**config.mk**
```make
export PLATFORM = sky130hd
export DESIGN_NAME = ansi_escape_stripper_unit_flat
export DESIGN_NICKNAME = d
export VERILOG_FILES = /design/src/rtl/core/aesc_pkg.sv /design/src/rtl/core/aesc_if.sv /design/src/rtl/core/aesc_scan.sv /design/src/rtl/core/ansi_escape_stripper_unit.sv /design/src/flat_wrapper.sv
export SDC_FILE = /design/constraint.sdc
export NUM_CORES = 1
export LEC_CHECK = 0
export ABC_AREA = 1
export BUFFER_PORTS_ARGS = -buffer_cell sky130_fd_sc_hd__clkbuf_2
export CAP_MARGIN = 5
export CORE_AREA = 2 2 55 57
export CTS_CLUSTER_SIZE = 16
export DETAILED_ROUTE_END_ITERATION = 12
export DIE_AREA = 0 0 57 59
export GPL_ROUTABILITY_DRIVEN = 0
export GPL_TIMING_DRIVEN = 1
export PLACE_DENSITY = 0.68
export SETUP_SLACK_MARGIN = 0.1
export SYNTH_ARGS = -nofsm -noshare
export SYNTH_HDL_FRONTEND = slang
export SYNTH_SLANG_ARGS = --single-unit
```
**constraint.sdc**
```tcl
create_clock -name clk -period 1.4 [get_ports clk]
set_input_delay 0.28 -clock clk [delete_from_list [all_inputs] [get_ports clk]]
set_output_delay 0.28 -clock clk [all_outputs]
set_load 0.005 [all_outputs]
```
**src/rtl/core/aesc_pkg.sv**
```systemverilog
// Package for the escape sequence stripper: scan mode codes, character
// constants and the step result struct. No dependencies.
package aesc_pkg;

	typedef enum logic [2:0] {
		MODE_NORMAL  = 3'd0,
		MODE_AFTERCR = 3'd1,
		MODE_ESC     = 3'd2,
		MODE_CSI     = 3'd3,
		MODE_OSC     = 3'd4,
		MODE_OSCESC  = 3'd5,
		MODE_SKIP    = 3'd6
	} scan_mode_t;

	localparam logic [7:0] CH_BEL       = 8'h07;
	localparam logic [7:0] CH_TAB       = 8'h09;
	localparam logic [7:0] CH_LF        = 8'h0a;
	localparam logic [7:0] CH_CR        = 8'h0d;
	localparam logic [7:0] CH_ESC       = 8'h1b;
	localparam logic [7:0] CH_SPACE     = 8'h20;
	localparam logic [7:0] CH_PARAM_MAX = 8'h3f;
	localparam logic [7:0] CH_FINAL_MIN = 8'h40;
	localparam logic [7:0] CH_FINAL_MAX = 8'h7e;
	localparam logic [7:0] CH_CSI_INTRO = 8'h5b;
	localparam logic [7:0] CH_OSC_INTRO = 8'h5d;
	localparam logic [7:0] CH_BSLASH    = 8'h5c;
	localparam logic [7:0] CH_LPAREN    = 8'h28;
	localparam logic [7:0] CH_RPAREN    = 8'h29;
	localparam logic [7:0] CH_STAR      = 8'h2a;
	localparam logic [7:0] CH_PLUS      = 8'h2b;
	localparam logic [7:0] CH_HASH      = 8'h23;
	localparam logic [7:0] CH_PERCENT   = 8'h25;

	typedef struct packed {
		logic       keep;
		logic [7:0] out_byte;
		scan_mode_t next_mode;
	} scan_res_t;

endpackage

```
**src/rtl/core/aesc_if.sv**
```systemverilog
// Stream interfaces for the escape sequence stripper: raw byte beats in,
// cleaned byte beats out. No dependencies.
interface aesc_raw_if;
	logic       valid;
	logic       ready;
	logic [7:0] in_byte;
	logic       buffer_end;

	modport source (output valid, output in_byte, output buffer_end, input ready);
	modport sink (input valid, input in_byte, input buffer_end, output ready);
endinterface

interface aesc_clean_if;
	logic       valid;
	logic       ready;
	logic       keep;
	logic [7:0] out_byte;
	logic       buffer_end_out;

	modport source (output valid, output keep, output out_byte, output buffer_end_out,
		input ready);
	modport sink (input valid, input keep, input out_byte, input buffer_end_out,
		output ready);
endinterface

```
**src/rtl/core/aesc_scan.sv**
```systemverilog
// Byte classifier of the escape sequence stripper: one step of the scan
// state machine. Depends on aesc_pkg.
module aesc_scan
	import aesc_pkg::*;
(
	input  scan_mode_t  mode,
	input  logic [7:0]  cur_byte,
	output scan_res_t   res
);

	scan_res_t text_res;
	logic      is_osc_end;
	logic      is_osc_esc;

	// Handle a byte as ordinary text.
	always_comb begin
		text_res.keep      = 1'b0;
		text_res.out_byte  = 8'h00;
		text_res.next_mode = MODE_NORMAL;
		if (cur_byte == CH_ESC) begin
			text_res.next_mode = MODE_ESC;
		end else if (cur_byte == CH_CR) begin
			text_res.keep      = 1'b1;
			text_res.out_byte  = CH_LF;
			text_res.next_mode = MODE_AFTERCR;
		end else if (cur_byte == CH_TAB || cur_byte == CH_LF || cur_byte >= CH_SPACE) begin
			text_res.keep      = 1'b1;
			text_res.out_byte  = cur_byte;
		end
	end

	assign is_osc_end = (cur_byte == CH_BEL);
	assign is_osc_esc = (cur_byte == CH_ESC);

	always_comb begin
		res.keep      = 1'b0;
		res.out_byte  = 8'h00;
		res.next_mode = MODE_NORMAL;
		unique case (mode)
			MODE_AFTERCR: begin
				// drop the LF of a CR LF pair
				if (cur_byte != CH_LF) begin
					res = text_res;
				end
			end
			MODE_ESC: begin
				priority if (cur_byte == CH_CSI_INTRO) begin
					res.next_mode = MODE_CSI;
				end else if (cur_byte == CH_OSC_INTRO) begin
					res.next_mode = MODE_OSC;
				end else if (cur_byte == CH_LPAREN || cur_byte == CH_RPAREN ||
					cur_byte == CH_STAR || cur_byte == CH_PLUS ||
					cur_byte == CH_HASH || cur_byte == CH_PERCENT) begin
					res.next_mode = MODE_SKIP;
				end else begin
					res.next_mode = MODE_NORMAL;
				end
			end
			MODE_CSI: begin
				priority if (cur_byte >= CH_FINAL_MIN && cur_byte <= CH_FINAL_MAX) begin
					res.next_mode = MODE_NORMAL;
				end else if (cur_byte >= CH_SPACE && cur_byte <= CH_PARAM_MAX) begin
					res.next_mode = MODE_CSI;
				end else begin
					// malformed: end the sequence, treat the byte as text
					res = text_res;
				end
			end
			MODE_OSC, MODE_OSCESC: begin
				priority if (mode == MODE_OSCESC && cur_byte == CH_BSLASH) begin
					res.next_mode = MODE_NORMAL;
				end else if (is_osc_end) begin
					res.next_mode = MODE_NORMAL;
				end else if (is_osc_esc) begin
					res.next_mode = MODE_OSCESC;
				end else begin
					res.next_mode = MODE_OSC;
				end
			end
			MODE_SKIP: begin
				res.next_mode = MODE_NORMAL;
			end
			default: begin
				res = text_res;
			end
		endcase
	end

endmodule

```
**src/rtl/core/ansi_escape_stripper_unit.sv**
```systemverilog
// Top level of the escape sequence stripper: input register, scan step and
// result register. Depends on aesc_pkg, aesc_if and aesc_scan.
//
// Strips ANSI escape sequences from a byte stream. Every raw beat yields
// exactly one clean beat: keep says whether out_byte carries text (out_byte
// is zero otherwise) and buffer_end_out copies the beat's buffer_end. CSI,
// OSC, charset designator and two-byte escapes are removed, CR comes out as
// LF, an LF right after a CR is dropped, and control bytes other than tab
// and LF are dropped. The byte after an end-marked byte is scanned in normal
// text mode. Throughput is one byte per clock while clean.ready is high; a
// byte is held in the input register and its clean beat is offered from the
// result register. The rate is set by the scan mode register, which is read
// and written in the same cycle as the byte it steers.
// raw.ready is high whenever the input register is empty or moves on, so one
// more byte can be taken while a finished beat waits on clean.ready.
module ansi_escape_stripper_unit
	import aesc_pkg::*;
(
	input  logic               clk,
	input  logic               arst_n,
	aesc_raw_if.sink           raw,
	aesc_clean_if.source       clean
);

	// input register
	logic       valid_s1;
	logic [7:0] in_byte_s1;
	logic       buffer_end_s1;

	// result register
	logic       valid_s2;
	logic       keep_s2;
	logic [7:0] out_byte_s2;
	logic       buffer_end_s2;

	scan_mode_t scan_mode_q;
	scan_res_t  step_res;
	logic       adv_s2;

	// Advance into the result register when it is empty or being drained.
	assign adv_s2    = valid_s1 && (!valid_s2 || clean.ready);
	assign raw.ready = !valid_s1 || adv_s2;

	always_ff @(posedge clk or negedge arst_n) begin
		if (!arst_n) begin
			valid_s1 <= 1'b0;
		end else if (raw.ready) begin
			valid_s1 <= raw.valid;
		end
	end

	// Payload needs no reset; load on every accepted beat.
	always_ff @(posedge clk) begin
		if (raw.valid && raw.ready) begin
			in_byte_s1    <= raw.in_byte;
			buffer_end_s1 <= raw.buffer_end;
		end
	end

	aesc_scan u_scan (
		.mode     (scan_mode_q),
		.cur_byte (in_byte_s1),
		.res      (step_res)
	);

	// Advance the scan mode with each byte; an end-marked byte sends it
	// back to normal text so unfinished sequences drop out.
	always_ff @(posedge clk or negedge arst_n) begin
		if (!arst_n) begin
			scan_mode_q <= MODE_NORMAL;
		end else if (adv_s2) begin
			scan_mode_q <= buffer_end_s1 ? MODE_NORMAL : step_res.next_mode;
		end
	end

	always_ff @(posedge clk or negedge arst_n) begin
		if (!arst_n) begin
			valid_s2 <= 1'b0;
		end else if (!valid_s2 || clean.ready) begin
			valid_s2 <= valid_s1;
		end
	end

	// Hold the result while the sink stalls.
	always_ff @(posedge clk) begin
		if (adv_s2) begin
			keep_s2       <= step_res.keep;
			out_byte_s2   <= step_res.out_byte;
			buffer_end_s2 <= buffer_end_s1;
		end
	end

	assign clean.valid          = valid_s2;
	assign clean.keep           = keep_s2;
	assign clean.out_byte       = out_byte_s2;
	assign clean.buffer_end_out = buffer_end_s2;

endmodule

```
**src/flat_wrapper.sv**
```systemverilog
// flat-port wrapper written by rule: the top's interface ports become plain ports
module ansi_escape_stripper_unit_flat import aesc_pkg::*;
  (clk, arst_n, raw_valid, raw_in_byte, raw_buffer_end, raw_ready, clean_valid, clean_keep, clean_out_byte, clean_buffer_end_out, clean_ready);
  aesc_raw_if raw_i ();
  aesc_clean_if clean_i ();
  input  logic clk;
  input  logic arst_n;
  input wire logic [$bits(raw_i.valid)-1:0] raw_valid;
  input wire logic [$bits(raw_i.in_byte)-1:0] raw_in_byte;
  input wire logic [$bits(raw_i.buffer_end)-1:0] raw_buffer_end;
  output wire logic [$bits(raw_i.ready)-1:0] raw_ready;
  output wire logic [$bits(clean_i.valid)-1:0] clean_valid;
  output wire logic [$bits(clean_i.keep)-1:0] clean_keep;
  output wire logic [$bits(clean_i.out_byte)-1:0] clean_out_byte;
  output wire logic [$bits(clean_i.buffer_end_out)-1:0] clean_buffer_end_out;
  input wire logic [$bits(clean_i.ready)-1:0] clean_ready;
  assign raw_i.valid = raw_valid;
  assign raw_i.in_byte = raw_in_byte;
  assign raw_i.buffer_end = raw_buffer_end;
  assign raw_ready = raw_i.ready;
  assign clean_valid = clean_i.valid;
  assign clean_keep = clean_i.keep;
  assign clean_out_byte = clean_i.out_byte;
  assign clean_buffer_end_out = clean_i.buffer_end_out;
  assign clean_i.ready = clean_ready;
  ansi_escape_stripper_unit u_core (.clk(clk), .arst_n(arst_n), .raw(raw_i), .clean(clean_i));
endmodule
```
== Word-level counts from Yosys, hierarchy flattened ==
Index checks and enable logic that the tools add are counted.
Storage, ports and cells
  bits in registers: 24
  input port bits: 13
  output and inout port bits: 12
  word-level logic and storage cells: 70
Cells by class
  magnitude comparators: 4
  equality and inequality tests: 21
  muxes and demuxes: 19
  reductions and logical operators: 18
Operators with widths (number)
  8-bit by 6-bit == test with 1-bit output (second input constant): 6
  9-bit 2-to-1 mux: 5
  9-bit case mux with 3 select lines: 1
  8-bit by 4-bit == test with 1-bit output (second input constant): 3
  8-bit by 7-bit == test with 1-bit output (second input constant): 3
  3-bit 2-to-1 mux: 8
  3-bit case mux with 5 select lines: 1
  12-bit 2-to-1 mux: 1
  3-bit == test (second input constant): 3
  1-bit logical OR: 9
  8-bit by 3-bit == test with 1-bit output (second input constant): 1
  8-bit by 5-bit == test with 1-bit output (second input constant): 1
  8-bit by 6-bit >= comparator with 1-bit output (second input constant): 1
  8-bit by 7-bit >= comparator with 1-bit output (second input constant): 1
  8-bit by 6-bit less-or-equal comparator with 1-bit output (second input constant): 1
  8-bit by 7-bit less-or-equal comparator with 1-bit output (second input constant): 1
  8-bit by 4-bit != test with 1-bit output (second input constant): 1
  3-bit by 2-bit == test with 1-bit output (second input constant): 2
  1-bit logical AND: 5
  4-bit OR reduction: 1
  3-bit by 1-bit == test with 1-bit output (second input constant): 1
  1-bit zero test: 2
  1-bit 2-to-1 mux: 2
  2-bit 2-to-1 mux: 1
  2-bit OR reduction: 1

== Logic depth before layout (Yosys ltp) ==
  word-level depth: 11
  mapped depth: 11
  mapped depth without buffers: 11

== Hierarchy ==
From an unflattened synthesis, not the netlist that was laid out.
Second synthesis, totals
  cells, all modules: 148
  area, all modules: 1268.7 um^2
By module, submodules not included
  ansi_escape_stripper_unit: times used 1, cells each 48, area an instance 793.3 um^2, seq. area each 695.7 um^2
  aesc_scan: times used 1, cells each 100, area an instance 475.5 um^2, seq. area each 0.0 um^2

== Worst setup path before layout ==
Ideal clock, no wire load.
  kind: register to register
  from: register u_core.in_byte_s1[6]
  to: register u_core.out_byte_s2[3], in the netlist u_core.clean.out_byte[3], data pin
  library setup time: 0.253 ns
  arrival time: 1.061 ns
  required time: 1.147 ns
  slack: 0.086 ns
  cell stages (with the launch flop): 9
  path buffers: 0
  clock period less this slack: 1.314 ns
  path through: edfxtp_1 > nor2_1 > nand2_2 > nor2_1 > nand2_1 > nand2_2 > nand2_4 > nand3_2 > nor2_1
RTL lines
  start: declaration: line ansi_escape_stripper_unit.sv:27  | logic [7:0] in_byte_s1;
  start signal: assignment: line ansi_escape_stripper_unit.sv:55  | in_byte_s1 <= raw.in_byte;
  end signal: assignment: line ansi_escape_stripper_unit.sv:88  | out_byte_s2 <= step_res.out_byte;
  end: declaration: line ansi_escape_stripper_unit.sv:33  | logic [7:0] out_byte_s2;

==> results.yml <==
run_status:
  status: "completed"
setup_path:
  critPathLaunch: "u_core.in_byte_s1[0]"
  path_depth: 7
  rr_worst_depth: 7
  critPathMaxStageDelay_ns: 0.45
  cp_max_fo: 5
  cp_num_buf_inv: 2
  path_cells: "nand2_2 -> inv_1 -> nand2_1 -> nor2_2 -> inv_2 -> nand3_4 -> nor2_1"
  required_ns: 1.50
  path_class: "reg2reg"
  cpLargestDelayFamily: "simple AND/OR/NAND/NOR gates"
  crit_path_start_kind: "flip-flop"
  crit_slowest_cell: "edfxtp_1"
  cp.arrival_ns: 1.48
  rrSetupSlack_ns: 0.02
  reg2reg_from: "u_core.in_byte_s1[0]"
  endpoint: "u_core.clean.out_byte[7]"
  setup.worst_path.end_class: "flip-flop"
  r2r_end: "u_core.clean.out_byte[7]"
detailed_routing:
  via_count: 1048
  routed_wl_um: 2370
  vias_per_cell: 4.92
  first_pass_iters: 4
  ant_nets: 0
  drc_errors: 0
  drt_iter0_markers: 36
  routedWlPerCell_um: 11.1
power:
  total_power_mw: 1.64
  power.density_nw_per_um2: 1050
  p_leak_nw: 0.782
  ir_drop_mv: 0.654
synth:
  ys_types: 20
  ys_seq_area_share_pct: 55.4
  synth_seq_cells: 24
  syn_area_sq_um: 1260
  synth.net_count: 159
  yosysWarnings: 0
  syn_inst: 146
  avgSynthCellArea_sq_um: 8.60
timing:
  setup_viol: 0
  worst_slew_pin_slew_ns: 0.315
  max_clock_freq_ghz: 0.724
  hold_violations: 0
  clock_skew_ns: 0.00475
  fin_crit_sh_pct: 98.6
  worst_slack_ns: 0.0197
  finalWorstPathRequiredPeriod_ns: 1.38
  tns_ns: 0
  slew_viol_final: 0
  rsz0062_at_grt: "yes"
  maxSlewHeadroom_pct: 78.9
global_routing:
  grt-ovfl-total: 0
  grt_pass1_wl_um: 4010
  gr-usage-all-layers_pct: 15.5
  grt_max_degree: 15
  antenna_found_initial: 0
  grt_pass1_vias: 968
clocking:
  cts-root-buf: "clkbuf_4"
  cts_made_buffers: 3
  cts_max_path_buffers: 2
  cts_tree: "built"
  clk_latency_ns: 0.32
  clkTransAtPathRegs_ns: 0.13
  h-tree-depth: 1
  clkSinkCount: 24
die:
  start_util_pct: 46.4
  die_h_um: 59
  dieArea_sq_um: 3360
  die_w_um: 57
  row_count: 19
  pin_count: 25
  core_area_sq_um: 2710
placement:
  dpl.hpwl_um: 1810
  pre_cts_ws_ns: -0.0103
  io_buffers: 24
layout:
  final_cell_mix: "nand2_1, clkbuf_2, inv_1"
  nets: 196
  drive_gt1_share_pct: 31.9
  synthToLayoutAreaGrowth_pct: 24.8
  final_common_cell: "nand2_1"
  diodes: 0
min_path:
  hold_path.class: "in2reg"
flow_run:
  drv_cap: 0
what timing repair did:
item                                    4_1_cts  5_1_grt
gates cloned                                  0        0
buffers inserted                              5        0
gates resized for setup                       4        4
hold buffers                                  1        0
pin swaps                                     8        2
endpoints found under the setup margin       11       13
hold endpoints to repair                      5        0
layout make-up:
cell class | count | area [sq um]
inverter | 24 | 90.1
multi-input combinational | 98 | 495
sequential | 24 | 696
clock buffer | 3 | 22.5
tap | 31 | 38.8
clock inverter | 1 | 30.0
timing repair buffer | 32 | 195
fill | 259 | 1140
metal layers:
| metal | share of wire [%] | GRT usage [%] | wire length [um] | vias to the layer above |
|---|---|---|---|---|
| met5 | 0 | 0 | 0 | - |
| met4 | 1.6 | 7.97 | 39 | 0 |
| met3 | 4.7 | 3.49 | 111 | 6 |
| met2 | 51 | 26.1 | 1210 | 30 |
| met1 | 43 | 18.8 | 1010 | 482 |
| li1 | - | - | - | 530 |
cells by family (layout without fill, tap and decap cells):
| group | count (synthesis) | after routing | share of synthesized area [%] |
|---|---|---|---|
| simple gates | 92 | 92 | 34.8 |
| flops | 24 | 24 | 55.4 |
| buf+inv | 24 | 60 | 7.17 |
| compound gates | 6 | 6 | 2.69 |
through the flow:
step           utilization (%)  cells  instance area (sq um)  hold WS (ns)
2_1_floorplan                -    146                   1260       -0.0156
3_3_place_gp              53.3    203                   1450         0.102
3_5_place_dp              53.3    203                   1450         0.105
4_1_cts                   57.3    213                   1550         0.122
5_1_grt                   57.8    213                   1570        0.0994
6_report                  57.8    213                   1570         0.123
worst reg2reg max path, cell delays in order, from the launching register on:
cell and delay, ns:
edfxtp_1 0.45, nand2_2 0.11, inv_1 0.13, nand2_1 0.08, nor2_2 0.15, inv_2 0.08, nand3_4 0.10, nor2_1 0.05
cells in the mapped netlist:
library cell,count,area share [%]
a21oi_2,1,0.70
edfxtp_1,19,45
nand3_4,1,1.4
nor2_4,1,0.90
nand2_1,45,13
inv_2,2,0.60
nor2_2,2,1.0
nand3b_4,1,1.6
o21ai_0,2,0.80
inv_1,22,6.6
dfrtp_1,5,10
nand4_1,2,1.0
nand2_2,5,2.5
or2_2,1,0.50
nand3_1,11,4.4
nand2_4,1,0.90
nor3_1,1,0.40
nand3_2,1,0.80
nor2_1,20,6.0
a21oi_1,3,1.2
sequential cells by signal, indices dropped and copies added (netlist names):
name and cells:
u_core.clean.out_byte 8, u_core.in_byte_s1 8, u_core.scan_mode_q 3, u_core.buffer_end_s1 1
u_core.clean.buffer_end_out 1, u_core.clean.keep 1, u_core.clean.valid 1, u_core.valid_s1 1
power by group:
part / internal [mW] / total (mW) / switching [mW] / leakage, nW
Sequential: 0.853 / 0.888 / 0.0348 / 0.247
Clock: 0.290 / 0.497 / 0.208 / 0.0279
Combinational: 0.110 / 0.255 / 0.144 / 0.507
Total: 1.25 / 1.64 / 0.387 / 0.782
worst min path at each step:
stage,depth (start not counted),to,slack [ns],start
finish,1,u_core.in_byte_s1[3],0.12,raw_in_byte[3]
global route,1,u_core.in_byte_s1[6],0.1,raw_in_byte[6]
CTS,1,u_core.in_byte_s1[4],0.12,raw_in_byte[4]
detailed placement,1,u_core.scan_mode_q[1],0.11,arst_n
global placement,1,u_core.scan_mode_q[2],0.10,arst_n
floorplan,0,u_core.clean.valid,-0.02,arst_n
No activity file was read; power rests on OpenSTA's default activity.
